**src/sv/stm_pkg.sv**
```systemverilog
package stm_pkg;

    // Default sizes of the table
    localparam int MAX_ELEMENTS_DEF = 1024;
    localparam int LEVELS_DEF       = 11;

    // Fixed field widths
    localparam int WORD_W  = 32;
    localparam int Q_W     = 10;
    localparam int QLEN_W  = Q_W + 1;
    localparam int QLVL_W  = $clog2(QLEN_W);

    typedef logic signed [WORD_W-1:0] t_word;
    typedef logic [Q_W-1:0]           t_qidx;
    typedef logic [QLEN_W-1:0]        t_qlen;
    typedef logic [QLVL_W-1:0]        t_qlvl;

    // Item function codes
    typedef enum logic {
        FUNC_LOAD  = 1'b0,
        FUNC_QUERY = 1'b1
    } t_func;

    // Table write control from the sequencer
    typedef struct packed {
        logic wr_en;
        logic wr_min;
    } t_mem_ctl;

    // Result register control from the sequencer
    typedef struct packed {
        logic load;
        logic err;
    } t_res_ctl;

    // Position of the highest set bit of a range length
    function automatic t_qlvl floor_log2(input t_qlen x);
        t_qlvl r;
        r = '0;
        for (int i = 0; i < QLEN_W; i++) begin
            if (x[i]) begin
                r = QLVL_W'(i);
            end
        end
        return r;
    endfunction

endpackage

```
**src/sv/stm_seq.sv**
```systemverilog
module stm_seq import stm_pkg::*; #(
    parameter int MAX_ELEMENTS = MAX_ELEMENTS_DEF,
    parameter int LEVELS       = LEVELS_DEF
) (
    input  logic                                         i_clk,
    input  logic                                         i_rst_n,
    input  logic                                         i_accept,
    input  t_func                                        i_func,
    input  logic                                         i_last,
    input  t_qidx                                        i_left,
    input  t_qidx                                        i_right,
    input  logic                                         i_out_free,
    output logic                                         o_idle,
    output t_mem_ctl                                     o_mem_ctl,
    output logic [$clog2(LEVELS)+$clog2(MAX_ELEMENTS)-1:0] o_wr_addr,
    output logic [$clog2(LEVELS)+$clog2(MAX_ELEMENTS)-1:0] o_rd_addr_a,
    output logic [$clog2(LEVELS)+$clog2(MAX_ELEMENTS)-1:0] o_rd_addr_b,
    output t_res_ctl                                     o_res_ctl
);

    localparam int IDX_W  = $clog2(MAX_ELEMENTS);
    localparam int LVL_W  = $clog2(LEVELS);
    localparam int ADDR_W = LVL_W + IDX_W;
    localparam int CNT_W  = $clog2(MAX_ELEMENTS + 1);
    localparam int SPAN_W = CNT_W + 1;
    localparam int SUM_W  = SPAN_W + 1;
    localparam int CMP_W  = (CNT_W > Q_W) ? CNT_W : Q_W;

    typedef enum logic [1:0] {
        S_IDLE,
        S_BUILD,
        S_QADDR,
        S_QCMP
    } t_state;

    // Control state
    t_state            r_state, n_state;
    logic [CNT_W-1:0]  r_cnt, n_cnt;
    logic              r_tbl_ok, n_tbl_ok;
    logic              r_wr_pend, n_wr_pend;

    // Build counters and query operands
    logic [LVL_W:0]    r_lvl, n_lvl;
    logic [SPAN_W-1:0] r_span, n_span;
    logic [CNT_W-1:0]  r_j, n_j;
    logic [CNT_W-1:0]  r_jb, n_jb;
    logic [ADDR_W-1:0] r_wr_addr, n_wr_addr;
    t_qidx             r_left, n_left;
    t_qidx             r_right, n_right;
    t_qlen             r_len, n_len;
    logic              r_qerr, n_qerr;

    logic [CNT_W-1:0]  cnt_eff;
    logic              store;
    logic              issue;
    logic [LVL_W-1:0]  q_lvl;
    t_qlvl             q_log;
    t_qlen             q_idx_b;
    logic [LVL_W-1:0]  lvl_lo;
    logic [ADDR_W-1:0] load_addr;

    always_comb begin
        // Defaults: hold, with the pending write cleared
        n_state   = r_state;
        n_cnt     = r_cnt;
        n_tbl_ok  = r_tbl_ok;
        n_wr_pend = 1'b0;
        n_lvl     = r_lvl;
        n_span    = r_span;
        n_j       = r_j;
        n_jb      = r_jb;
        n_wr_addr = r_wr_addr;
        n_left    = r_left;
        n_right   = r_right;
        n_len     = r_len;
        n_qerr    = r_qerr;

        o_rd_addr_a = '0;
        o_rd_addr_b = '0;
        o_res_ctl   = '0;

        // Element slot of a load: a built table starts a new array
        cnt_eff   = r_tbl_ok ? '0 : r_cnt;
        store     = (cnt_eff < MAX_ELEMENTS);
        load_addr = {LVL_W'(0), cnt_eff[IDX_W-1:0]};

        // Build step test: one more entry fits in this level
        issue  = (r_lvl <= LEVELS - 1)
              && (SUM_W'(r_j) + SUM_W'(r_span) <= SUM_W'(r_cnt));
        lvl_lo = LVL_W'(r_lvl - 1'b1);

        // Query level and second window start
        q_log   = floor_log2(r_len);
        q_lvl   = (q_log >= LEVELS) ? LVL_W'(LEVELS - 1) : LVL_W'(q_log);
        q_idx_b = QLEN_W'(QLEN_W'(r_right) + 1'b1 - (QLEN_W'(1) << q_lvl));

        unique case (r_state)
            S_IDLE: begin
                if (i_accept) begin
                    if (i_func == FUNC_LOAD) begin
                        n_tbl_ok = 1'b0;
                        n_cnt    = store ? CNT_W'(cnt_eff + 1'b1) : cnt_eff;
                        if (i_last) begin
                            n_state = S_BUILD;
                            n_lvl   = (LVL_W + 1)'(1);
                            n_span  = SPAN_W'(2);
                            n_j     = '0;
                            n_jb    = CNT_W'(1);
                        end
                    end else begin
                        n_left  = i_left;
                        n_right = i_right;
                        n_len   = QLEN_W'(QLEN_W'(i_right) - QLEN_W'(i_left) + 1'b1);
                        n_qerr  = !r_tbl_ok || (i_left > i_right)
                               || (CMP_W'(i_right) >= CMP_W'(r_cnt));
                        n_state = S_QADDR;
                    end
                end
            end
            S_BUILD: begin
                if (issue) begin
                    // Read both halves, write the minimum next cycle
                    o_rd_addr_a = {lvl_lo, r_j[IDX_W-1:0]};
                    o_rd_addr_b = {lvl_lo, r_jb[IDX_W-1:0]};
                    n_wr_pend   = 1'b1;
                    n_wr_addr   = {r_lvl[LVL_W-1:0], r_j[IDX_W-1:0]};
                    n_j         = CNT_W'(r_j + 1'b1);
                    n_jb        = CNT_W'(r_jb + 1'b1);
                end else if (r_j == '0) begin
                    // Level has no entry: build complete
                    n_tbl_ok = 1'b1;
                    n_state  = S_IDLE;
                end else begin
                    // Advance level; this cycle drains the last write
                    n_lvl  = (LVL_W + 1)'(r_lvl + 1'b1);
                    n_span = SPAN_W'(r_span << 1);
                    n_j    = '0;
                    n_jb   = CNT_W'(r_span);
                end
            end
            S_QADDR: begin
                o_rd_addr_a = {q_lvl, IDX_W'(r_left)};
                o_rd_addr_b = {q_lvl, IDX_W'(q_idx_b)};
                n_state     = S_QCMP;
            end
            S_QCMP: begin
                // Keep the read addresses so the read data holds while stalled
                o_rd_addr_a = {q_lvl, IDX_W'(r_left)};
                o_rd_addr_b = {q_lvl, IDX_W'(q_idx_b)};
                // Hold until the result register is free
                if (i_out_free) begin
                    o_res_ctl.load = 1'b1;
                    o_res_ctl.err  = r_qerr;
                    n_state        = S_IDLE;
                end
            end
            default: begin
                n_state = S_IDLE;
            end
        endcase
    end

    // Table write port: pending build write or an accepted load
    always_comb begin
        o_mem_ctl = '0;
        o_wr_addr = load_addr;
        if (r_wr_pend) begin
            o_mem_ctl.wr_en  = 1'b1;
            o_mem_ctl.wr_min = 1'b1;
            o_wr_addr        = r_wr_addr;
        end else if (r_state == S_IDLE && i_accept && i_func == FUNC_LOAD && store) begin
            o_mem_ctl.wr_en = 1'b1;
        end
    end

    assign o_idle = (r_state == S_IDLE);

    // State and control registers
    always_ff @(posedge i_clk) begin
        if (!i_rst_n) begin
            r_state   <= S_IDLE;
            r_cnt     <= '0;
            r_tbl_ok  <= 1'b0;
            r_wr_pend <= 1'b0;
        end else begin
            r_state   <= n_state;
            r_cnt     <= n_cnt;
            r_tbl_ok  <= n_tbl_ok;
            r_wr_pend <= n_wr_pend;
        end
    end

    // Counters and operands
    always_ff @(posedge i_clk) begin
        r_lvl     <= n_lvl;
        r_span    <= n_span;
        r_j       <= n_j;
        r_jb      <= n_jb;
        r_wr_addr <= n_wr_addr;
        r_left    <= n_left;
        r_right   <= n_right;
        r_len     <= n_len;
        r_qerr    <= n_qerr;
    end

endmodule

```
**config.mk**
```make
export PLATFORM = sky130hd
export DESIGN_NAME = stm_seq
export DESIGN_NICKNAME = d
export VERILOG_FILES = /design/src/sv/stm_pkg.sv /design/src/sv/stm_seq.sv
export SDC_FILE = /design/constraint.sdc
export NUM_CORES = 1
export LEC_CHECK = 0
export CAP_MARGIN = 10
export CORE_MARGIN = 1.5
export CORE_UTILIZATION = 59
export DETAILED_ROUTE_END_ITERATION = 16
export DONT_BUFFER_PORTS = 1
export PLACE_DENSITY_LB_ADDON = 0.3
export SLEW_MARGIN = 10
export SYNTH_ARGS = -nofsm -noshare
export SYNTH_HDL_FRONTEND = slang
export SYNTH_SLANG_ARGS = --single-unit
```
**constraint.sdc**
```tcl
create_clock -name i_clk -period 5 [get_ports i_clk]
set_input_delay 0.5 -clock i_clk [delete_from_list [all_inputs] [get_ports i_clk]]
set_output_delay 0.5 -clock i_clk [all_outputs]
set_load 0.01 [all_outputs]
```
### Word-level counts from Yosys, hierarchy flattened

Index checks and enable logic that the tools add are counted.

* add/sub/neg operators: 10
* order comparisons: 6
* equality and inequality tests: 12
* shift operators: 1
* multiplexer cells: 60
* bitwise logic cells: 1
* reductions and logical operators: 19

Operator list (count)
* $mux W11: 12
* $mux W12: 5
* $pmux W14 S2: 2
* $add A11 B1 Y11 const B: 4
* $pmux W11 S2: 2
* $mux W14: 3
* $mux W4: 9
* $mux W5: 5
* $pmux W12 S2: 1
* $mux W2: 9
* $reduce_and A5 Y1: 3
* $ne A2 B2 Y1 const B: 7
* $add A11 B12 Y13: 1
* $le A13 B11 Y1: 1
* $ge A10 B11 Y1: 1
* $logic_not A11 Y1: 1
* $lt A11 B11 Y1 const B: 1
* $sub A10 B10 Y11: 1
* $add A10 B1 Y10 const B: 1
* $gt A10 B10 Y1: 1
* $pmux W5 S2: 1
* $shl A1 B4 Y10 const A: 1
* $sub A10 B10 Y10: 1
* $mux W1: 9
* other kinds (19): 27

* bits in registers: 100
* bits of input ports: 26
* output and inout bits: 47
* logic and storage cells: 122

### Depth between registers and ports, before layout

Gate-level depths: netlist (run 1).

* word-level depth: 15
* mapped depth: 16

### Least setup slack after synthesis (run 1)

OpenSTA, ideal clock, no wires.

* path type: register -> register
* from: register r_j[1]
* to: register r_j[0], enable pin
* data arrival time: 4.273 ns
* data required time: 4.588 ns
* slack: 0.315 ns
* stages on the path, launching flop included: 16
* buffers on the path: 1
* period minus slack after synthesis: 4.685 ns
* path through: edfxtp_1 ha_1 fa_1 a21oi_1 o22ai_1 o21ai_0 nand2_1 a21oi_1 xnor2_1 ha_1 o21a_1 o32ai_1 a31oi_1 or3_1 buf_4 a31oi_1

* word-level cells in the longest chain between the ends: 5
* elaborated cells between the ends (all ways): 6
* those cells by class: add/sub (1); order compare (1); eq/ne (1); reduce/logical (3)

RTL lines
* from (decl): RTL line stm_seq.sv:45 `logic [CNT_W-1:0] r_j, n_j;`
* from (signal assigned): RTL line stm_seq.sv:197 `r_j <= n_j;`
* $add A11 B12 Y13: RTL line stm_seq.sv:89 `&& (SUM_W'(r_j) + SUM_W'(r_span) <= SUM_W'(r_cnt));`
* $le A13 B11 Y1: RTL line stm_seq.sv:89
* $logic_and A1 B1 Y1: RTL line stm_seq.sv:89
* $ne A3 B3 Y1 (no line) *
* $reduce_and A5 Y1 (no line) *

Every way passes the cells marked *; elsewhere a longest branch is shown, timed or not.
A chain may end at the register's enable or synchronous reset.

### Worst setup path after layout (run 1)

* from: register r_j[1]
* to: output port o_rd_addr_b[9]

* word-level cells in the longest chain between the ends: 5

RTL lines
* $add A11 B12 Y13: RTL line stm_seq.sv:89
* $le A13 B11 Y1: RTL line stm_seq.sv:89
* $logic_and A1 B1 Y1: RTL line stm_seq.sv:89
* $mux W14: RTL line stm_seq.sv:121 `if (issue) begin`
* $pmux W14 S2: RTL line stm_seq.sv:97 `unique case (r_state)`
* to (decl): RTL line stm_seq.sv:17 `output logic [$clog2(LEVELS)+$clog2(MAX_ELEMENTS)-1:0] o_rd_addr_b,`

Every way passes these cells.

==> results.sh, run 1 <==
export IMPL_synth_async_reset_ratio_pct=0
export IMPL_cp_top_family="compound AO/OA/AOI/OAI gates"
export IMPL_io_pins=73
export IMPL_finalSetupViolCount=0
export IMPL_p_per_area_nw_per_um2=319
export IMPL_critPathRequiredTime_ns=4.50
export IMPL_maxCapViolCount=0
export IMPL_syn_area_um2=6890
export IMPL_netlist_top_cell_by_area="edfxtp_1"
export IMPL_fin_skew_ns=0.00715
export IMPL_worstSetupPathType="flop to output port"
export IMPL_path_buf_inv=1
export IMPL_cp_start_kind="flop"
export IMPL_worst_pin_slew_ns=0.962
export IMPL_die_area_um2=12300
export IMPL_ys_ff_latch=97
export IMPL_slew_headroom_pct=35.8
export IMPL_ant_nets=0
export IMPL_rows=39
export IMPL_seq_area_frac_synth_pct=40.1
export IMPL_finalInstanceArea_um2=7370
export IMPL_insertion_delay_ns=0.34
export IMPL_wire_per_inst_um=20.5
export IMPL_synth_area_leaders="edfxtp_1 (36%), ha_1 (15%), dfxtp_1 (4.4%)"
export IMPL_layout_nets=795
export IMPL_remaining_drc_errors=0
export IMPL_synth_edff_count=82
export IMPL_path_max_fanout=9
export IMPL_grt_pass1_vias=5200
export IMPL_netlist_instances=685
export IMPL_ys_types=65
export IMPL_place_area_um2=7050
export IMPL_first_pass_iters=5
export IMPL_tns_ns=0
export IMPL_numPortBuffers=0
export IMPL_clkTransAtPathRegs_ns=0.07
export IMPL_yosys_top_cells_count="ha_1 (84), edfxtp_1 (82), inv_1 (55), nor2_1 (48), nand2_1 (44)"
export IMPL_yosysTopAreaCellShare_pct=35.7
export IMPL_holdCritPathClass="primary input to flop"
export IMPL_fill_cells=909
export IMPL_grt_pass1_wl_um=27300
export IMPL_vias=5226
export IMPL_syn_avg_cell_area_um2=10.1
export IMPL_postCtsSetupBuffers=0
export IMPL_power_total_w=0.00235
export IMPL_highest_layer="met4"
export IMPL_rrSetupSlack_ns=0.70
export IMPL_hold_viol=0
export IMPL_final_min_clock_period_ns=4.80
export IMPL_core_um2=11400
export IMPL_cts_buffers=9
export IMPL_holdWs_ns=0.248
export IMPL_leakage_nw=2.82
export IMPL_synth_nets=798
export IMPL_cpPeakStageDelay_ns=0.60
export IMPL_drive_above_1_share_pct=7.57
export IMPL_htree_levels=3
export IMPL_wirelength_um=17000
export IMPL_peakVddDrop_mv=0.179
export IMPL_root_buffer="clkbuf_16"
export IMPL_arrival_ns=4.30
export IMPL_clock_sinks=97
export IMPL_grt_antenna_before_repair=0
export IMPL_fmax_mhz=209
export IMPL_viasPerCell=6.30
export IMPL_yosys_warnings=0
export IMPL_area_growth_pct=6.99
export IMPL_grt_start_max_net_pins=33
export IMPL_overflow=0
export IMPL_maxSlewViolCount=0
export IMPL_path_cells="ha_1 -> fa_1 -> a21oi_1 -> o22ai_1 -> o21ai_0 -> nand2_1 -> a21oi_1 -> xnor2_1 -> ha_1 -> nand4_1 -> o32ai_1 -> a31oi_1 -> nor3_1 -> buf_4 -> a32o_1"
export IMPL_end_kind="output port"
export IMPL_synth_main_ff_cell="edfxtp_1"
export IMPL_drt_initial_drc_count=378
export IMPL_rsz0062_at_grt="no"
export IMPL_gp_congestion=0.921
export IMPL_layout_setup_ws_ns=0.204
export IMPL_start_util_pct=60.3
export IMPL_dp_slack_ns=0.629
export IMPL_critPathSlowestCell="nor3_1"
export IMPL_cts_buffer_depth=2
export IMPL_status="completed"
export IMPL_grtUsageTotal_pct=28.5
export IMPL_fin_crit_sh_pct=95.9
export IMPL_n_antenna_cell=0
export IMPL_die_h_um=111
export IMPL_dr_wl_met2_um=7850
export IMPL_synth_most_common_cell="ha_1"
export IMPL_met3WireLength_um=1160
export IMPL_die_x_um=111
export IMPL_dp_hpwl_um=12900
export IMPL_wirelength_met1_um=7410
export IMPL_cts_tree="yes"
==> sequential cells by signal (all words and copies together) (netlist names) <==
name / count
r_left: 10
r_lvl: 5
r_jb: 10
r_state: 2
r_cnt: 11
r_tbl_ok: 1
r_right: 10
r_span: 11
r_wr_pend: 1
r_len: 10
r_qerr: 1
r_wr_addr: 14
r_j: 11
==> worst reg2reg max path, stage by stage (launching register included) <==
cell,delay [ns]
edfxtp_1,0.47
ha_1,0.26
fa_1,0.41
a21oi_1,0.22
o22ai_1,0.16
o21ai_0,0.16
nand2_1,0.07
a21oi_1,0.17
xnor2_1,0.09
ha_1,0.31
nand4_1,0.10
o32ai_1,0.23
a31oi_1,0.15
nor3_1,0.60
buf_4,0.30
mux2_1,0.35
==> layout by cell type (no fill, tap or decap), types with 3 or more instances in the layout <==
cell type / synthesis / layout
a211oi_1: 4 / 4
a21boi_0: 5 / 5
a21o_1: 5 / 5
a21oi_1: 23 / 23
a22o_1: 19 / 19
a31oi_1: 8 / 7
a32o_1: 3 / 3
and2_1: 21 / 21
and3_1: 6 / 6
buf_4: 8 / 14
clkbuf_16: 0 / 9
dfxtp_1: 15 / 15
edfxtp_1: 82 / 82
fa_1: 3 / 3
ha_1: 84 / 84
inv_1: 55 / 55
mux2_1: 3 / 3
mux2_2: 3 / 3
nand2_1: 44 / 44
nand2b_1: 8 / 8
nand3_1: 19 / 19
nand4_1: 14 / 14
nor2_1: 48 / 48
nor2b_1: 13 / 13
nor3_1: 13 / 12
nor3_2: 8 / 9
nor4_1: 8 / 8
o211ai_1: 3 / 3
o21a_1: 6 / 6
o21ai_0: 33 / 33
o21ai_1: 3 / 3
o21bai_1: 4 / 4
o31ai_1: 13 / 12
or3_1: 4 / 3
xnor2_1: 27 / 27
xor2_1: 19 / 19
==> per-stage QoR <==
stage | utilization (%) | std cells
after floorplan | - | 685
after global placement | 61.7 | 814
after detailed placement | 61.7 | 814
after CTS | 64.5 | 830
after global routing | 64.6 | 830
final | 64.6 | 830
==> power by group <==
group          switching, W  internal (W)
Clock              0.000296      0.000438
Sequential        0.0000542      0.000953
Combinational      0.000363      0.000245
==> routing by layer <==
layer	GRT usage (%)	up-vias
met5	0	-
met4	11.5	0
met3	5.63	42
met2	45.4	189
met1	38.5	2508
li1	-	2487
==> area by class of cell <==
type                       count  area (um^2)  share of cell area (%)
multi-input combinational    504         3790                    51.5
sequential                    97         2760                    37.5
clock buffer                   9          225                    3.06
inverter                      56          210                    2.85
tap                          143          179                    2.43
timing repair buffer          14          105                    1.43
clock inverter                 7         93.8                    1.27
==> cells by family (layout without fill, tap and decap cells) <==
| logic type | Yosys count | after routing | share of synthesized area (%) |
|---|---|---|---|
| compound gates | 146 | 146 | 14.4 |
| simple gates | 216 | 216 | 16.7 |
| mux | 9 | 9 | 1.56 |
| fa+ha+maj | 87 | 87 | 16.1 |
| flops | 97 | 97 | 40.1 |
| xor+xnor | 46 | 46 | 5.85 |
| buf+inv | 84 | 86 | 5.25 |
==> path summary, 6_finish.rpt <==
path / cells after the start / endpoint / startpoint
hold / removal: 0 / r_left[9] / i_left[9]
setup reg to reg: 15 / r_jb[5] / r_j[1]
setup / recovery: 15 / o_rd_addr_b[9] / r_j[1]
hold reg to reg: 2 / r_cnt[3] / r_cnt[3]
==> what timing repair did <==
| item | CTS | global route |
|---|---|---|
| hold buffers | 0 | 0 |
| resized for setup | 0 | 1 |
| setup endpoints to repair | 0 | 2 |
Note: power is estimated with default switching activity, not from simulation.
==> inputs of run 2 (changes only) <==
CORE_UTILIZATION = 65   (was 59)
CTS_BUF_LIST = sky130_fd_sc_hd__clkbuf_2   (was default)
clock period = 4.6 ns   (was 5 ns; I/O delays follow)
==> run 2 against run 1 <==
Net effect: the flow now finishes with violations (setup timing); critical endpoint is now o_rd_addr_b[11]; critical path type unchanged; die area fell by 9.0%; setup slack got worse by 0.22 ns; wire length rose by 6.7%.
==> results.sh, run 2 (same netlist as run 1, synthesis figures left out) <==
export IMPL_path_cells="ha_2 -> nor4_1 -> a21oi_1 -> a31oi_1 -> o21bai_1 -> xor2_1 -> ha_1 -> nand4_1 -> o32ai_2 -> a31oi_4 -> or3_4 -> o32ai_4 -> buf_6"
export IMPL_fin_skew_ns=0.0561
export IMPL_place_inst=815
export IMPL_layout_cells_non_filler=870
export IMPL_clkTransAtPathRegs_ns=0.31
export IMPL_path_max_fanout=5
export IMPL_layout_nets=842
export IMPL_pwr_share_clk_pct=20.0
export IMPL_wirelength_um=18100
export IMPL_holdCritPathClass="primary input to flop"
export IMPL_pwr_share_comb_pct=33.5
export IMPL_die_x_um=106
export IMPL_drive_above_1_share_pct=14.6
export IMPL_violations="setup timing"
export IMPL_htree_levels=3
export IMPL_insertion_delay_ns=0.63
export IMPL_grt_pass1_wl_um=27500
export IMPL_status="complete, but fails checks"
export IMPL_arrival_ns=4.16
export IMPL_cp_start_kind="flop"
export IMPL_fin_crit_sh_pct=100
export IMPL_area_growth_pct=12.9
export IMPL_maxSlewViolCount=0
export IMPL_drt_initial_drc_count=509
export IMPL_viasPerCell=6.36
export IMPL_rsz0062_at_grt="yes"
export IMPL_grt_start_max_net_pins=33
export IMPL_root_buffer="clkbuf_2"
export IMPL_clock_sinks=97
export IMPL_cts_buffer_depth=2
export IMPL_dp_hpwl_um=13100
export IMPL_final_min_clock_period_ns=4.62
export IMPL_numPortBuffers=0
export IMPL_slew_headroom_pct=34.1
export IMPL_cts_buffers=9
export IMPL_largest_reg_flops=14
export IMPL_first_pass_iters=6
export IMPL_wire_per_inst_um=20.8
export IMPL_swShare_pct=35.8
export IMPL_holdWs_ns=0.0426
export IMPL_maxCapViolCount=0
export IMPL_cts_tree="yes"
export IMPL_p_per_area_nw_per_um2=301
export IMPL_hold_viol=0
export IMPL_core_um2=10300
export IMPL_end_kind="output port"
export IMPL_ant_nets=0
export IMPL_p_int_w=0.00151
export IMPL_grtUsageTotal_pct=32.2
export IMPL_final_common_cell="edfxtp_1"
export IMPL_fill_cells=678
export IMPL_n_antenna_cell=0
export IMPL_leakage_nw=3.01
export IMPL_critPathSlowestCell="edfxtp_1"
export IMPL_die_area_um2=11200
export IMPL_overflow=0
export IMPL_finalSetupViolCount=2
export IMPL_io_pins=73
export IMPL_regMostFlops="r_wr_addr"
export IMPL_layout_setup_ws_ns=-0.0163
export IMPL_worst_pin_slew_ns=0.987
export IMPL_p_switching_w=0.000838
export IMPL_grt_pass1_vias=5296
export IMPL_gp_congestion=0.984
export IMPL_start_util_pct=66.7
export IMPL_cpPeakStageDelay_ns=0.52
export IMPL_grt_antenna_before_repair=0
export IMPL_seq_power_share_pct=46.5
export IMPL_vias=5531
export IMPL_critPathRequiredTime_ns=4.14
export IMPL_rows=37
export IMPL_die_h_um=106
export IMPL_peakVddDrop_mv=0.146
export IMPL_remaining_drc_errors=0
export IMPL_most_common_layout_cells="edfxtp_1 (82), ha_1 (80), inv_1 (55)"
export IMPL_dp_slack_ns=0.340
export IMPL_fmax_mhz=217
export IMPL_worstSetupPathType="flop to output port"
==> run 2: final cells by class <==
type / instances / area, um^2 / share of cell area, %
well taps: 136 / 170 / 2.19
flip-flops and latches: 97 / 2760 / 35.5
multi-input cells: 504 / 3960 / 50.9
clock inverters: 7 / 85.1 / 1.09
clock buffers: 9 / 45.0 / 0.579
inverters: 56 / 210 / 2.70
repair buffers: 61 / 544 / 6.99
==> run 2: path summary, 6_finish.rpt <==
path,from,endpoint,depth (start not counted),slack [ns]
worst max register to register,r_j[5],r_j[3],14,0.53
worst max-delay path,r_j[5],o_rd_addr_b[11],13,-0.02
worst min-delay path,i_func,r_cnt[2],3,0.04
worst min register to register,r_cnt[7],r_cnt[7],2,0.55
==> run 2: power by group through the flow <==
stage / registers, W / logic (W) / clock network [W]
final: 0.00109 / 0.000786 / 0.000468
after global routing: 0.00109 / 0.000857 / 0.000498
after CTS: 0.00109 / 0.000713 / 0.000463
after detailed placement: 0.00111 / 0.000663 / 0
after global placement: 0.00111 / 0.000638 / 0
after floorplan: 0.00109 / 0.000506 / 0
==> run 2: per-stage QoR <==
| step | utilization, % | TNS, ns | instance area [um^2] | power [W] |
|---|---|---|---|---|
| after CTS | 73.1 | 0 | 7540 | 0.00226 |
| final | 75.4 | -0.0326 | 7780 | 0.00234 |
| after detailed placement | 68.9 | 0 | 7110 | 0.00177 |
| after floorplan | - | 0 | 6900 | 0.00160 |
| after global routing | 75.4 | -2.02 | 7780 | 0.00245 |
| after global placement | 68.9 | 0 | 7110 | 0.00174 |
==> run 2: repair_timing <==
action                                  CTS  global route
cloned                                    0             1
setup buffers                             5            11
hold buffers                             21             1
resized for setup                        11            34
endpoints found under the hold margin    35             1
endpoints found under the setup margin   28            28
pin swaps                                 1            20
==> run 2: layer usage <==
layer / share of wire [%] / up-vias / track usage, %
met5: 0 / - / 0
li1: - / 2594 / -
met2: 47 / 283 / 53.8
met4: 3.6 / 0 / 11.7
met3: 8.7 / 55 / 7.42
met1: 41 / 2599 / 41.1
==> run 2: worst max-delay path: cells and delay by family, from the launching register on <==
family / cells / cell delay [ns]
AOI/OAI and AO/OA: 6 / 1.11
buffers and inverters: 1 / 0.15
and+or+nand+nor: 3 / 0.86
xor gates and xnor gates: 1 / 0.19
DFF: 1 / 0.52
adders and majority gates: 2 / 0.69
==> inputs of run 3 (changes only) <==
CORE_UTILIZATION = 49   (was 65)
GPL_TIMING_DRIVEN = 0   (was default)
==> run 3 against run 2 <==
Net effect: the flow still finishes with violations (setup timing); critical endpoint unchanged; largest power group unchanged; clock-buffer cell count unchanged; wire length is 8.8% higher; sequential power about the same; register-to-register slack worse by 0.42 ns; hold slack improved by 0.084 ns; critical path depth up 3; critical path type unchanged.
==> results.sh, run 3 (same netlist as run 1, synthesis figures left out) <==
export IMPL_p_per_area_nw_per_um2=308
export IMPL_regMostFlops="r_wr_addr"
export IMPL_root_buffer="clkbuf_2"
export IMPL_io_pins=73
export IMPL_htree_levels=3
export IMPL_path_max_fanout=4
export IMPL_cpPeakStageDelay_ns=0.51
export IMPL_cts_tree="yes"
export IMPL_die_area_um2=14800
export IMPL_finalSetupViolCount=6
export IMPL_critPathRequiredTime_ns=4.14
export IMPL_final_common_cell="ha_1"
export IMPL_viasPerCell=6.02
export IMPL_fin_crit_sh_pct=101
export IMPL_r2r_start="r_span[1]"
export IMPL_worstSetupPathType="flop to output port"
export IMPL_clock_sinks=97
export IMPL_insertion_delay_ns=0.64
export IMPL_critPathSlowestCell="edfxtp_1"
export IMPL_wirelength_um=19700
export IMPL_first_pass_iters=7
export IMPL_maxCapViolCount=0
export IMPL_most_common_layout_cells="ha_1 (83), edfxtp_1 (82), inv_1 (55)"
export IMPL_vias=5636
export IMPL_grt_antenna_before_repair=1
export IMPL_start_util_pct=49.8
export IMPL_layout_cells_non_filler=936
export IMPL_path_cells="ha_4 -> fa_2 -> a21oi_4 -> o22ai_2 -> o21ai_1 -> nand2_1 -> a21oi_2 -> xnor2_1 -> ha_1 -> nand4_1 -> o32ai_2 -> a31oi_4 -> or3_1 -> buf_6 -> o32ai_4 -> buf_6"
export IMPL_cts_buffers=9
export IMPL_wire_per_inst_um=21.1
export IMPL_area_growth_pct=18.9
export IMPL_layout_nets=863
export IMPL_holdWs_ns=0.127
export IMPL_dp_hpwl_um=13900
export IMPL_tns_ns=-0.114
export IMPL_cts_buffer_depth=2
export IMPL_cp_start_kind="flop"
export IMPL_ant_nets=0
export IMPL_cp_common_cell="buf_6"
export IMPL_end_kind="output port"
export IMPL_path_buf_inv=2
export IMPL_hold_viol=0
export IMPL_dp_slack_ns=-0.413
export IMPL_largest_reg_flops=14
export IMPL_rows=43
export IMPL_grt_start_max_net_pins=22
export IMPL_holdCritPathClass="primary input to flop"
export IMPL_gp_congestion=0.930
export IMPL_grt_pass1_vias=5573
export IMPL_grtUsageTotal_pct=27.0
export IMPL_grt_pass1_wl_um=29900
export IMPL_leakage_nw=3.19
export IMPL_status="complete, but fails checks"
export IMPL_drt_initial_drc_count=481
export IMPL_arrival_ns=4.20
export IMPL_maxSlewViolCount=0
export IMPL_drive_above_1_share_pct=15.6
export IMPL_slew_headroom_pct=39.9
export IMPL_die_h_um=122
export IMPL_final_min_clock_period_ns=4.66
export IMPL_core_um2=13800
export IMPL_rsz0062_at_grt="yes"
export IMPL_clkTransAtPathRegs_ns=0.26
export IMPL_cp_top_family="compound AO/OA/AOI/OAI gates"
export IMPL_die_x_um=122
export IMPL_numPortBuffers=0
export IMPL_place_inst=867
export IMPL_peakVddDrop_mv=0.258
export IMPL_overflow=0
export IMPL_worst_pin_slew_ns=0.902
export IMPL_crit_path_start="r_span[1]"
export IMPL_remaining_drc_errors=0
export IMPL_layout_setup_ws_ns=-0.0621
export IMPL_hp_start="i_func"
export IMPL_fmax_mhz=214
export IMPL_violations="setup timing"
export IMPL_fin_skew_ns=0.0498
[run 3: cell types whose count changed in the layout (fill, tap and decap cells not counted), moves of 4 or more]
| cell | change |
|---|---|
| a22o_1 | -13 |
| a22o_4 | +15 |
| buf_4 | -4 |
| clkbuf_1 | +15 |
| ha_2 | -4 |
[run 3: area by class of cell]
type	count	area (um^2)
inverters	56	210
clock buffers	9	45.0
fillers	1105	5640
repair buffers	54	515
flip-flops and latches	97	2760
multi-input cells	504	4110
diodes	1	2.50
plain buffers	28	178
well taps	180	225
clock inverters	7	143
[run 3: worst paths after layout]
kind                     end  slack (ns)  cells after the start
max          o_rd_addr_b[11]       -0.06                     16
min               r_state[0]        0.13                      3
max reg2reg           r_j[0]        0.11                     18
min reg2reg         r_cnt[3]        0.54                      2
[run 3: power by group]
part,switching [W],total (W),internal [W],leakage (nW)
clock,0.000296,0.000583,0.000287,0.0944
combinational,0.000485,0.000851,0.000366,2.21
sequential,0.0000552,0.00109,0.00104,0.885
[run 3: timing repair]
item	4_1_cts	5_1_grt
cloned	1	1
gates resized for setup	28	32
setup endpoints to repair	56	28
hold endpoints to repair	26	1
buffers inserted	22	6
pin swaps	14	3
hold buffers	21	1
[run 3: per-stage QoR]
step | instance area [um^2] | utilization [%] | power, W
2_1_floorplan | 6900 | - | 0.00160
3_3_place_gp | 7120 | 51.5 | 0.00175
3_5_place_dp | 7150 | 51.7 | 0.00178
4_1_cts | 7880 | 57.0 | 0.00246
5_1_grt | 8190 | 59.2 | 0.00265
6_report | 8190 | 59.2 | 0.00253
[run 3: per-layer routing]
layer / GRT usage, % / wire length, um / vias to the layer above
li1: - / - / 2628
met1: 35.2 / 8510 / 2751
met2: 42.9 / 9080 / 217
met3: 7.58 / 1590 / 40
met4: 10.3 / 537 / 0
met5: 0 / 0 / -
[run 3: worst reg2reg max path, stage by stage (launching register included)]
cell and delay [ns]:
edfxtp_1 0.51, ha_4 0.20, fa_2 0.39, a21oi_4 0.15
o22ai_2 0.10, o21ai_1 0.14, nand2_1 0.08, a21oi_2 0.15
xnor2_1 0.11, ha_1 0.30, nand4_1 0.10, o32ai_2 0.29
a31oi_4 0.08, or3_1 0.34, buf_6 0.14, buf_4 0.13
buf_6 0.11, buf_12 0.12, a31oi_4 0.67
